<file path="src/sv/kci_pkg.sv">
// kci_pkg: shared types, widths and constants for the knot curve interpolator
// used by kci_div, kci_front, kci_back and knot_curve_interpolator
// no dependencies
`default_nettype none

package kci_pkg;

	// field widths
	localparam int KNOT_INDEX_W = 5;
	localparam int POS_W        = 16;
	localparam int VALUE_W      = 32;
	localparam int COUNT_W      = 6;
	localparam int DIVISOR_W    = 32;
	localparam int FRAC_W       = 16;

	// table size default
	localparam int MAX_KNOTS_DEF = 32;

	// configuration registers
	localparam int REG_IDX_W = 1;
	localparam int CFG_DATA_W = 32;
	typedef enum logic [REG_IDX_W-1:0] {
		REG_KNOT_COUNT = 1'b0,
		REG_DIVISOR    = 1'b1
	} reg_idx_t;

	localparam logic [COUNT_W-1:0]   KNOT_COUNT_RST = 6'd2;
	localparam logic [DIVISOR_W-1:0] DIVISOR_RST    = 32'h0001_0000;

	// arithmetic widths
	localparam int PROD_W      = VALUE_W + POS_W;       // value times position delta
	localparam int DIVIDEND_W  = PROD_W + FRAC_W + 1;   // num * 2^16 + q/2
	localparam int DIV_STEPS   = DIVIDEND_W;
	localparam int DIV_CNT_W   = $clog2(DIV_STEPS + 1);

	// queue between front and back, power of two
	localparam int QUEUE_DEPTH = 2;

	typedef enum logic [1:0] {
		STATUS_OK        = 2'd0,
		STATUS_OUTSIDE   = 2'd1,
		STATUS_SATURATED = 2'd2
	} status_t;

	typedef enum logic [1:0] {
		OP_LOAD  = 2'd0,
		OP_SKIP  = 2'd1,
		OP_QUERY = 2'd2
	} op_t;

	typedef struct packed {
		logic                    mode;
		logic [KNOT_INDEX_W-1:0] knot_index;
		logic [POS_W-1:0]        knot_position;
		logic [VALUE_W-1:0]      knot_value;
		logic [POS_W-1:0]        frequency;
		logic                    last_in;
	} in_item_t;

	typedef struct packed {
		logic [VALUE_W-1:0] curve_value;
		status_t            status;
		logic               last_out;
	} result_t;

	typedef struct packed {
		op_t                     op;
		logic [KNOT_INDEX_W-1:0] knot_index;
		logic [POS_W-1:0]        knot_position;
		logic [VALUE_W-1:0]      knot_value;
		logic [POS_W-1:0]        frequency;
		logic                    last_in;
	} queue_entry_t;

	// 32 x 16 unsigned product
	function automatic logic [PROD_W-1:0] mul_vp(input logic [VALUE_W-1:0] a,
		input logic [POS_W-1:0] b);
		mul_vp = {{POS_W{1'b0}}, a} * {{VALUE_W{1'b0}}, b};
	endfunction

endpackage

`default_nettype wire

</file>
<file path="src/sv/kci_front.sv">
// kci_front: accepts transactions, classifies them and holds them in a short queue
// depends on kci_pkg
`default_nettype none

module kci_front
	import kci_pkg::*;
#(
	parameter int MAX_KNOTS = MAX_KNOTS_DEF
) (
	input  wire logic     clk,
	input  wire logic     arst_n,
	input  wire logic     start,
	input  wire in_item_t item,
	output logic          busy,
	output queue_entry_t  head,
	output logic          head_valid,
	input  wire logic     pop
);

	localparam int PTR_W = (QUEUE_DEPTH > 1) ? $clog2(QUEUE_DEPTH) : 1;
	localparam int CNT_W = $clog2(QUEUE_DEPTH + 1);

	queue_entry_t     q_mem [QUEUE_DEPTH];
	logic [PTR_W-1:0] wr_ptr_q;
	logic [PTR_W-1:0] rd_ptr_q;
	logic [CNT_W-1:0] count_q;
	logic             push;
	queue_entry_t     entry_c;

	// classify: query, load in range, or load that falls off the table
	always_comb begin
		entry_c.knot_index    = item.knot_index;
		entry_c.knot_position = item.knot_position;
		entry_c.knot_value    = item.knot_value;
		entry_c.frequency     = item.frequency;
		entry_c.last_in       = item.last_in;
		if (item.mode) begin
			entry_c.op = OP_QUERY;
		end else if (32'(item.knot_index) < 32'(MAX_KNOTS)) begin
			entry_c.op = OP_LOAD;
		end else begin
			entry_c.op = OP_SKIP;
		end
	end

	assign busy       = (count_q == CNT_W'(QUEUE_DEPTH));
	assign push       = start && !busy;
	assign head_valid = (count_q != '0);
	assign head       = q_mem[rd_ptr_q];

	always_ff @(posedge clk or negedge arst_n) begin
		if (!arst_n) begin
			wr_ptr_q <= '0;
			rd_ptr_q <= '0;
			count_q  <= '0;
		end else begin
			if (push) begin
				wr_ptr_q <= wr_ptr_q + PTR_W'(1);
			end
			if (pop) begin
				rd_ptr_q <= rd_ptr_q + PTR_W'(1);
			end
			count_q <= count_q + CNT_W'(push) - CNT_W'(pop);
		end
	end

	always_ff @(posedge clk) begin
		if (push) begin
			q_mem[wr_ptr_q] <= entry_c;
		end
	end

endmodule

`default_nettype wire

</file>
<file path="config.mk">
export PLATFORM = sky130hd
export DESIGN_NAME = kci_front
export DESIGN_NICKNAME = d
export VERILOG_FILES = /design/src/sv/kci_pkg.sv /design/src/sv/kci_front.sv
export SDC_FILE = /design/constraint.sdc
export NUM_CORES = 1
export LEC_CHECK = 0
export ABC_AREA = 1
export ABC_CLOCK_PERIOD_IN_PS = 10000
export BUFFER_PORTS_ARGS = -buffer_cell sky130_fd_sc_hd__buf_2
export CAP_MARGIN = 20
export CORE_MARGIN = 5
export CORE_UTILIZATION = 35
export CTS_CLUSTER_DIAMETER = 80
export DETAILED_ROUTE_END_ITERATION = 8
export PLACE_DENSITY = 0.63
export SLEW_MARGIN = 30
export SYNTH_ARGS = -nofsm -noshare
export SYNTH_HDL_FRONTEND = slang
export SYNTH_SLANG_ARGS = --single-unit
</file>
<file path="constraint.sdc">
create_clock -name clk -period 10 [get_ports clk]
set_clock_uncertainty 0.15 [all_clocks]
set_input_delay 0.5 -clock clk [delete_from_list [all_inputs] [get_ports clk]]
set_output_delay 0.5 -clock clk [all_outputs]
set_load 0.01 [all_outputs]
</file>
==> flow_metrics.env, run 1 <==
export IMPL_rows=46
export IMPL_hold_viol_final=0
export IMPL_drv_cap=0
export IMPL_vdd_drop_max_mv=0.1459
export IMPL_synth_nets=478
export IMPL_ys_seq_area_share_pct=78.14
export IMPL_relSlewSlack_pct=45.42
export IMPL_min_delay_path_depth=1
export IMPL_synth_top_family_by_area="buffers and inverters"
export IMPL_synthCells=401
export IMPL_crit_chain="buf_4 -> o21ai_0 -> buf_2"
export IMPL_worstSetupPathType="reg -> out"
export IMPL_synthAdderAreaFrac_pct=0.4480
export IMPL_yosysWarnings=0
export IMPL_critPathMaxFanout=82
export IMPL_critPathSlowestCell="dfrtp_4"
export IMPL_ys_types=17
export IMPL_drtAntennaViolNets=0
export IMPL_initial_core_util_pct=35.42
export IMPL_arrival_ns=2.37
export IMPL_post_cts_resize_count=0
export IMPL_min_from="item[0]"
export IMPL_worstSetupStartpointType="flop"
export IMPL_cts_inserted_buffers=17
export IMPL_cts_root_buffer="clkbuf_16"
export IMPL_die_w_um=136.3
export IMPL_drcViolationCount=0
export IMPL_drt_wl_total_mm=10.51
export IMPL_die_h_um=136.3
export IMPL_final_cell_count_no_fill=783
export IMPL_period_share_pct=30.24
export IMPL_grt_max_degree=83
export IMPL_netlist_area_um2=5585
export IMPL_cts_htree_levels=4
export IMPL_syn_to_final_growth_pct=25.85
export IMPL_numClockSinks=146
export IMPL_hp_class="in -> reg"
export IMPL_critPathMaxStageDelay_ns=0.77
export IMPL_grt_pass1_vias=3353
export IMPL_crit_required_ns=9.35
export IMPL_status="completed"
export IMPL_synthSimpleGateAreaFrac_pct=5.690
export IMPL_fin_crit_ns=3.024
export IMPL_worstRegToRegCells=5
export IMPL_first_pass_iters=4
export IMPL_grt_ovfl_total=0
export IMPL_synth_compound_area_share_pct=6.496
export IMPL_grt_total_usage_pct=11.56
export IMPL_viasPerCell=4.186
export IMPL_worst_pin_slew_ns=0.8168
export IMPL_crit_path_end_kind="primary output"
export IMPL_fmax_ghz=0.3306
export IMPL_hpwl_mm=7.175
export IMPL_startpoint="rd_ptr_q$_DFFE_PN0P_"
export IMPL_critPathBufInv=2
export IMPL_dp_cells=750
export IMPL_grt_antenna_before_repair=0
export IMPL_synth_mux_area_share_pct=0
export IMPL_p_leak_uw=0.002993
export IMPL_cts_setup_buffers=0
export IMPL_drive_above_1_share_pct=32.45
export IMPL_cp_depth=3
export IMPL_holdWs_ns=0.1231
export IMPL_cts_tree="built"
export IMPL_dr_total_vias=3278
export IMPL_crit_family="buffers and inverters"
export IMPL_die_area_um2=18580
export IMPL_r2r_start="count_q[0]$_DFF_PN0_"
export IMPL_slew_violations=0
export IMPL_layout_commonest_cell="buf_2"
export IMPL_grt_pass1_wl_mm=16.17
export IMPL_rsz0062_at_grt="false"
export IMPL_io_buffers=147
export IMPL_synthXorXnorAreaFrac_pct=0.1568
export IMPL_ys_seq_elements=146
export IMPL_cts_hold_buf=1
export IMPL_clk_latency_ns=0.41
export IMPL_syn_area_per_cell_um2=13.93
export IMPL_path_clk_slew_ns=0.06
export IMPL_nNetsFinal=631
export IMPL_num_antenna_cells=0
export IMPL_final_setup_tns_ns=0
export IMPL_coreArea_um2=15770
export IMPL_final_cell_mix="buf_2 (147), edfxtp_1 (142), nand2_1 (81)"
export IMPL_io_pins=149
export IMPL_drt_wirelength_per_cell_um=13.43
export IMPL_power_density_nw_per_um2=294.9
export IMPL_cts_buffer_depth=2
export IMPL_drt_iter0_drc=162
export IMPL_finalSetupViolCount=0
export IMPL_routabilityCongestion=0.7480
-- where the power goes --
| part | internal (uW) | switching, uW | leakage (uW) |
|---|---|---|---|
| Clock | 404 | 225 | 0.000282 |
| Sequential | 837 | 62.2 | 0.00137 |
| Combinational | 187 | 358 | 0.00134 |
-- stage by stage --
step	instance area (um2)	power [uW]	setup WS [ns]	utilization, %
6_report	7029	2073	6.976	44.57
3_3_place_gp	6420	1458	7.386	40.71
2_1_floorplan	5585	1294	5.802	-
4_1_cts	7029	2114	6.904	44.57
3_5_place_dp	6420	1475	7.356	40.71
5_1_grt	7029	2207	6.700	44.57
-- registers in the layout, summed over array words and instances (netlist names) --
register  count
wr_ptr_q      1
rd_ptr_q      1
count_q       2
q_mem       142
-- logic make-up after synthesis --
logic type / after synthesis
other cells: 1
flops: 146
fa+ha+maj: 2
compound gates: 71
buf+inv: 96
xor+xnor: 1
simple gates: 84
-- layout make-up --
type                    count  area, um2
fillers                  1480       8741
flip-flops and latches    146       4368
repair buffers            151      768.2
multi-input cells         159      725.7
clock buffers              22      464.2
inverters                  79      297.8
well taps                 216      270.3
clock inverters            10      135.1
-- path summary, 6_finish.rpt --
check	end	slack [ns]
min in group asynchronous	wr_ptr_q$_DFFE_PN0P_	0.28
max in group asynchronous	rd_ptr_q$_DFFE_PN0P_	9.28
hold reg to reg	wr_ptr_q$_DFFE_PN0P_	0.35
hold / removal	q_mem[1][0]$_DFFE_PP_	0.12
setup reg to reg	q_mem[1][15]$_DFFE_PP_	7.52
setup / recovery	head[33]	6.98
-- synth_stat cells, drive strengths merged --
| master | n | share of area (%) |
|---|---|---|
| dfrtp | 4 | 1.8 |
| xor2 | 1 | 0.16 |
| nand3 | 2 | 0.18 |
| nand2 | 81 | 5.4 |
| buf | 10 | 3.2 |
| ha | 2 | 0.45 |
| inv | 79 | 5.3 |
| conb | 1 | 0.067 |
| o21ai | 71 | 6.5 |
| nor2 | 1 | 0.067 |
| clkbuf | 7 | 0.49 |
| edfxtp | 142 | 76 |
-- routing by layer --
layer / GRT usage [%] / wire [um]
met1: 13.57 / 4403
met2: 18.82 / 5190
met3: 4.885 / 784
met4: 4.591 / 136
met5: 0 / 0
(Power assumes the default switching activity.)
==> inputs of run 2 (changes only) <==
--- a/config.mk
+++ b/config.mk
@@ -6,7 +6,7 @@
 export NUM_CORES = 1
 export LEC_CHECK = 0
 export ABC_AREA = 1
-export ABC_CLOCK_PERIOD_IN_PS = 10000
+export ABC_CLOCK_PERIOD_IN_PS = 2800
 export BUFFER_PORTS_ARGS = -buffer_cell sky130_fd_sc_hd__buf_2
 export CAP_MARGIN = 20
 export CORE_MARGIN = 5
==> constraint.sdc (replaced) <==
create_clock -name clk -period 2.8 [get_ports clk]
set_clock_uncertainty 0.15 [all_clocks]
set_input_delay 0.14 -clock clk [delete_from_list [all_inputs] [get_ports clk]]
set_output_delay 0.14 -clock clk [all_outputs]
set_load 0.01 [all_outputs]
==> flow_metrics.env, run 2 (synthesized netlist as in run 1, its figures left out) <==
export IMPL_p_leak_uw=0.003332
export IMPL_pwr_share_comb_pct=27.6
export IMPL_worstSetupStartpointType="flop"
export IMPL_coreArea_um2=15770
export IMPL_cts_inserted_buffers=17
export IMPL_grt_max_degree=65
export IMPL_min_delay_path_depth=2
export IMPL_worstRegToRegCells=4
export IMPL_drv_cap=0
export IMPL_syn_to_final_growth_pct=39.81
export IMPL_fillers=1417
export IMPL_cts_tree="built"
export IMPL_die_w_um=136.3
export IMPL_power_density_nw_per_um2=969.9
export IMPL_die_h_um=136.3
export IMPL_dr_total_vias=3645
export IMPL_p_seq_share_pct=42.5
export IMPL_slew_violations=0
export IMPL_hpwl_mm=7.536
export IMPL_hold_end="q_mem[1][12]$_DFFE_PP_"
export IMPL_timing_rr_end="q_mem[1][37]$_DFFE_PP_"
export IMPL_worst_pin_slew_ns=0.6149
export IMPL_cts_htree_levels=4
export IMPL_cts_root_buffer="clkbuf_16"
export IMPL_largest_reg_flops=142
export IMPL_top_register="q_mem"
export IMPL_status="completed"
export IMPL_dp_cells=754
export IMPL_num_antenna_cells=0
export IMPL_drt_wirelength_per_cell_um=13.50
export IMPL_cts_buffer_depth=2
export IMPL_crit_path_end_kind="primary output"
export IMPL_final_cell_count_no_fill=860
export IMPL_p_sw_uw=2351
export IMPL_rrSetupSlack_ns=0.79
export IMPL_critPathBufInv=2
export IMPL_grt_pass1_vias=3724
export IMPL_drcViolationCount=0
export IMPL_die_area_um2=18580
export IMPL_numClockSinks=146
export IMPL_nNetsFinal=709
export IMPL_vdd_drop_max_mv=0.3884
export IMPL_r2r_start="count_q[1]$_DFF_PN0_"
export IMPL_final_setup_tns_ns=0
export IMPL_drt_wl_total_mm=11.61
export IMPL_multi_input_area_um2=725.7
export IMPL_crit_family="flip-flops"
export IMPL_arrival_ns=2.00
export IMPL_rsz0062_at_grt="false"
export IMPL_final_cell_mix="buf_2 (147), edfxtp_1 (142), nand2_1 (81)"
export IMPL_hp_class="in -> reg"
export IMPL_p_int_uw=5223
export IMPL_grt_antenna_before_repair=0
export IMPL_p_clk_share_pct=29.9
export IMPL_clk_latency_ns=0.41
export IMPL_io_pins=149
export IMPL_critPathSlowestCell="dfrtp_4"
export IMPL_crit_required_ns=2.51
export IMPL_layout_commonest_cell="buf_2"
export IMPL_hold_viol_final=0
export IMPL_initial_core_util_pct=35.42
export IMPL_crit_chain="buf_4 -> nand2_1 -> o21ai_1 -> buf_2"
export IMPL_min_from="item[12]"
export IMPL_critPathMaxStageDelay_ns=0.83
export IMPL_rows=46
export IMPL_viasPerCell=4.238
export IMPL_relSlewSlack_pct=59.01
export IMPL_grt_ovfl_total=0
export IMPL_fin_crit_ns=2.289
export IMPL_path_clk_slew_ns=0.06
export IMPL_routabilityCongestion=0.7186
export IMPL_finalSetupViolCount=0
export IMPL_worstSetupPathType="reg -> out"
export IMPL_drive_above_1_share_pct=28.88
export IMPL_largestRegisters="q_mem (142), count_q (2)"
export IMPL_grt_pass1_wl_mm=17.99
export IMPL_fmax_ghz=0.4368
export IMPL_seq_area_um2=4368
export IMPL_io_buffers=147
export IMPL_grt_total_usage_pct=12.86
export IMPL_critPathMaxFanout=64
export IMPL_switching_share_pct=31.04
export IMPL_drt_iter0_drc=157
export IMPL_cts_setup_buffers=0
export IMPL_drtAntennaViolNets=0
export IMPL_period_share_pct=81.75
export IMPL_first_pass_iters=6
-- run 2: final cells by class --
| type | instances | share of cell area, % |
|---|---|---|
| Sequential cell | 146 | 55.94 |
| Timing Repair Buffer | 229 | 19.87 |
| Multi-Input combinational cell | 159 | 9.293 |
| Clock buffer | 17 | 5.448 |
| Inverter | 79 | 3.813 |
| Tap cell | 216 | 3.461 |
| Clock inverter | 14 | 2.179 |
-- run 2: worst reg2reg max path: stages (launching register included) --
cell and delay, ns:
dfrtp_1 0.40, nand2_1 0.11, nand2_1 0.13, nor2_4 0.49
buf_4 0.40
-- run 2: per-stage QoR --
| stage | util, % | area, um2 | power, uW | setup slack [ns] | hold WS, ns |
|---|---|---|---|---|---|
| final | 49.52 | 7809 | 7574 | 0.5109 | 0.2976 |
| after global routing | 49.52 | 7809 | 8054 | 0.3258 | 0.2818 |
| after CTS | 49.52 | 7809 | 7706 | 0.4492 | 0.2667 |
| after detailed placement | 40.98 | 6462 | 5323 | 0.7789 | -0.1948 |
| after global placement | 40.98 | 6462 | 5263 | 0.8478 | -0.1992 |
| after floorplan | - | 5593 | 4610 | 0.2709 | -0.3056 |
-- run 2: timing repair --
action,4_1_cts,5_1_grt
hold buffers,75,0
gates resized for setup,0,0
hold endpoints to repair,148,0
-- run 2: routing by layer --
metal  share of wire [%]  global-route usage (%)  vias up
met4                 2.5                   5.599        0
met5                   0                       0        -
met1                  39                   14.20     1680
met3                 6.3                   4.885       27
li1                    -                       -     1807
met2                  52                   22.12      131
-- run 2: how the worst max path moves through the flow --
| stage | from | slack [ns] | depth (start not counted) | endpoint |
|---|---|---|---|---|
| final | rd_ptr_q$_DFFE_PN0P_ | 0.51 | 4 | head[66] |
| after detailed placement | count_q[0]$_DFF_PN0_ | 0.78 | 5 | q_mem[1][37]$_DFFE_PP_ |
| after global routing | rd_ptr_q$_DFFE_PN0P_ | 0.33 | 4 | head[27] |
| after CTS | rd_ptr_q$_DFFE_PN0P_ | 0.45 | 4 | head[19] |
| after global placement | count_q[0]$_DFF_PN0_ | 0.85 | 5 | q_mem[1][52]$_DFFE_PP_ |
| after floorplan | wr_ptr_q$_DFFE_PN0P_ | 0.27 | 3 | q_mem[0][0]$_DFFE_PP_ |
-- run 2: power groups by stage --
stage	registers (uW)	clock network, uW	logic, uW
after floorplan	3130	0	1480
after global placement	3250	0	2010
after detailed placement	3270	0	2050
after CTS	3230	2330	2140
after global routing	3270	2440	2340
final	3220	2270	2090
==> inputs of run 3 (changes only) <==
--- a/config.mk
+++ b/config.mk
@@ -6,14 +6,14 @@
 export NUM_CORES = 1
 export LEC_CHECK = 0
 export ABC_AREA = 1
-export ABC_CLOCK_PERIOD_IN_PS = 2800
+export ABC_CLOCK_PERIOD_IN_PS = 2000
 export BUFFER_PORTS_ARGS = -buffer_cell sky130_fd_sc_hd__buf_2
 export CAP_MARGIN = 20
 export CORE_MARGIN = 5
 export CORE_UTILIZATION = 35
 export CTS_CLUSTER_DIAMETER = 80
 export DETAILED_ROUTE_END_ITERATION = 8
-export PLACE_DENSITY = 0.63
+export PLACE_DENSITY = 0.65
 export SLEW_MARGIN = 30
 export SYNTH_ARGS = -nofsm -noshare
 export SYNTH_HDL_FRONTEND = slang
==> constraint.sdc (replaced) <==
create_clock -name clk -period 2 [get_ports clk]
set_clock_uncertainty 0.15 [all_clocks]
set_input_delay 0.1 -clock clk [delete_from_list [all_inputs] [get_ports clk]]
set_output_delay 0.1 -clock clk [all_outputs]
set_load 0.01 [all_outputs]
==> flow_metrics.env, run 3 (synthesized netlist as in run 1, its figures left out) <==
export IMPL_slew_violations=0
export IMPL_routabilityCongestion=0.7208
export IMPL_viasPerCell=4.176
export IMPL_fillers=1374
export IMPL_grt_pass1_wl_mm=17.82
export IMPL_status="completed"
export IMPL_cts_htree_levels=4
export IMPL_initial_core_util_pct=35.42
export IMPL_rows=46
export IMPL_dr_total_vias=3608
export IMPL_post_cts_resize_count=0
export IMPL_power_total_uw=10550
export IMPL_drv_cap=0
export IMPL_grt_max_degree=59
export IMPL_die_h_um=136.3
export IMPL_coreArea_um2=15770
export IMPL_grt_total_usage_pct=12.41
export IMPL_clk_latency_ns=0.40
export IMPL_power_density_nw_per_um2=1343
export IMPL_arrival_ns=1.64
export IMPL_p_leak_uw=0.003335
export IMPL_period_share_pct=94.36
export IMPL_busiest_layer="met2"
export IMPL_met1_usage_pct=13.97
export IMPL_drt_wl_total_mm=11.27
export IMPL_drt_iter0_drc=135
export IMPL_drtAntennaViolNets=0
export IMPL_min_delay_path_depth=2
export IMPL_vdd_drop_max_mv=0.6572
export IMPL_fmax_ghz=0.5299
export IMPL_largest_reg_flops=142
export IMPL_final_setup_tns_ns=0
export IMPL_worstSetupPathType="reg -> out"
export IMPL_hold_viol_final=0
export IMPL_grt_use_met3_pct=3.812
export IMPL_setup_slack_ns=0.1129
export IMPL_first_pass_iters=4
export IMPL_die_w_um=136.3
export IMPL_grt_antenna_before_repair=0
export IMPL_crit_path_end_kind="primary output"
export IMPL_num_antenna_cells=0
export IMPL_io_pins=149
export IMPL_hpwl_mm=7.164
export IMPL_cts_root_buffer="clkbuf_16"
export IMPL_critPathMaxFanout=58
export IMPL_final_area_um2=7853
export IMPL_grt_pass1_vias=3767
export IMPL_rsz0062_at_grt="false"
export IMPL_path_clk_slew_ns=0.06
export IMPL_layout_commonest_cell="buf_2"
export IMPL_nNetsFinal=712
export IMPL_cts_tree="built"
export IMPL_worstSetupStartpointType="flop"
export IMPL_io_buffers=147
export IMPL_cts_inserted_buffers=17
export IMPL_placed_cell_area_um2=6533
export IMPL_finalSetupViolCount=0
export IMPL_use_met2_pct=21.71
export IMPL_pre_cts_ws_ns=0.3448
export IMPL_largestRegisters="q_mem (142), count_q (2)"
export IMPL_top_register="q_mem"
export IMPL_fin_crit_ns=1.887
export IMPL_cts_buffer_depth=2
export IMPL_numClockSinks=146
export IMPL_crit_required_ns=1.75
export IMPL_syn_to_final_growth_pct=40.59
export IMPL_postLayoutCoreUtil_pct=49.79
export IMPL_grt_ovfl_total=0
export IMPL_worstRegToRegCells=4
export IMPL_drt_wirelength_per_cell_um=13.05
export IMPL_die_area_um2=18580
export IMPL_final_cell_mix="buf_2 (147), edfxtp_1 (142), nand2_1 (79)"
export IMPL_drive_above_1_share_pct=29.17
export IMPL_drcViolationCount=0
export IMPL_hp_class="in -> reg"
## run 3: cell type report
type                            count  area, um2  share of cell area, %
Sequential cell                   146       4368                  55.62
Timing Repair Buffer              232       1637                  20.84
Multi-Input combinational cell    159      735.7                  9.369
Clock buffer                       26      459.2                  5.848
Inverter                           79      300.3                  3.824
Tap cell                          216      270.3                  3.442
Clock inverter                      6      82.58                  1.052
## run 3: worst paths after layout
kind	startpoint	to	slack (ns)
max in group asynchronous	arst_n	rd_ptr_q$_DFFE_PN0P_	1.04
min reg2reg	wr_ptr_q$_DFFE_PN0P_	wr_ptr_q$_DFFE_PN0P_	0.34
min	item[25]	q_mem[1][25]$_DFFE_PP_	0.27
min in group asynchronous	arst_n	count_q[1]$_DFF_PN0_	0.46
max	rd_ptr_q$_DFFE_PN0P_	head[28]	0.11
max reg2reg	count_q[1]$_DFF_PN0_	q_mem[1][35]$_DFFE_PP_	0.36
## run 3: layer usage
| metal | vias up | share of wire [%] |
|---|---|---|
| li1 | 1812 | - |
| met1 | 1671 | 40 |
| met2 | 115 | 52 |
| met3 | 10 | 6.6 |
| met4 | 0 | 1.1 |
| met5 | - | 0 |
## run 3: power by group
part / leakage (uW) / internal (uW) / switching (uW)
logic: 0.00171 / 1250 / 2030
clock network: 0.000260 / 1830 / 1090
registers: 0.00137 / 4180 / 167
## run 3: repair_timing
| item | CTS | global route |
|---|---|---|
| setup endpoints to repair | 1 | 1 |
| gates cloned | 0 | 0 |
| buffers inserted | 1 | 1 |
| hold buffers | 75 | 0 |
| hold endpoints to repair | 148 | 0 |
## run 3: critical path, stage by stage (launching register included)
cell     delay (ns)
dfrtp_4        0.50
buf_12         0.15
buf_12         0.17
o21ai_0        0.22
buf_2          0.17
## run 3: per-stage QoR
stage,cells,hold WS (ns)
floorplan,401,-0.3456
global placement,755,-0.2385
detailed placement,755,-0.2370
CTS,863,0.2353
global route,864,0.2583
finish,864,0.2679
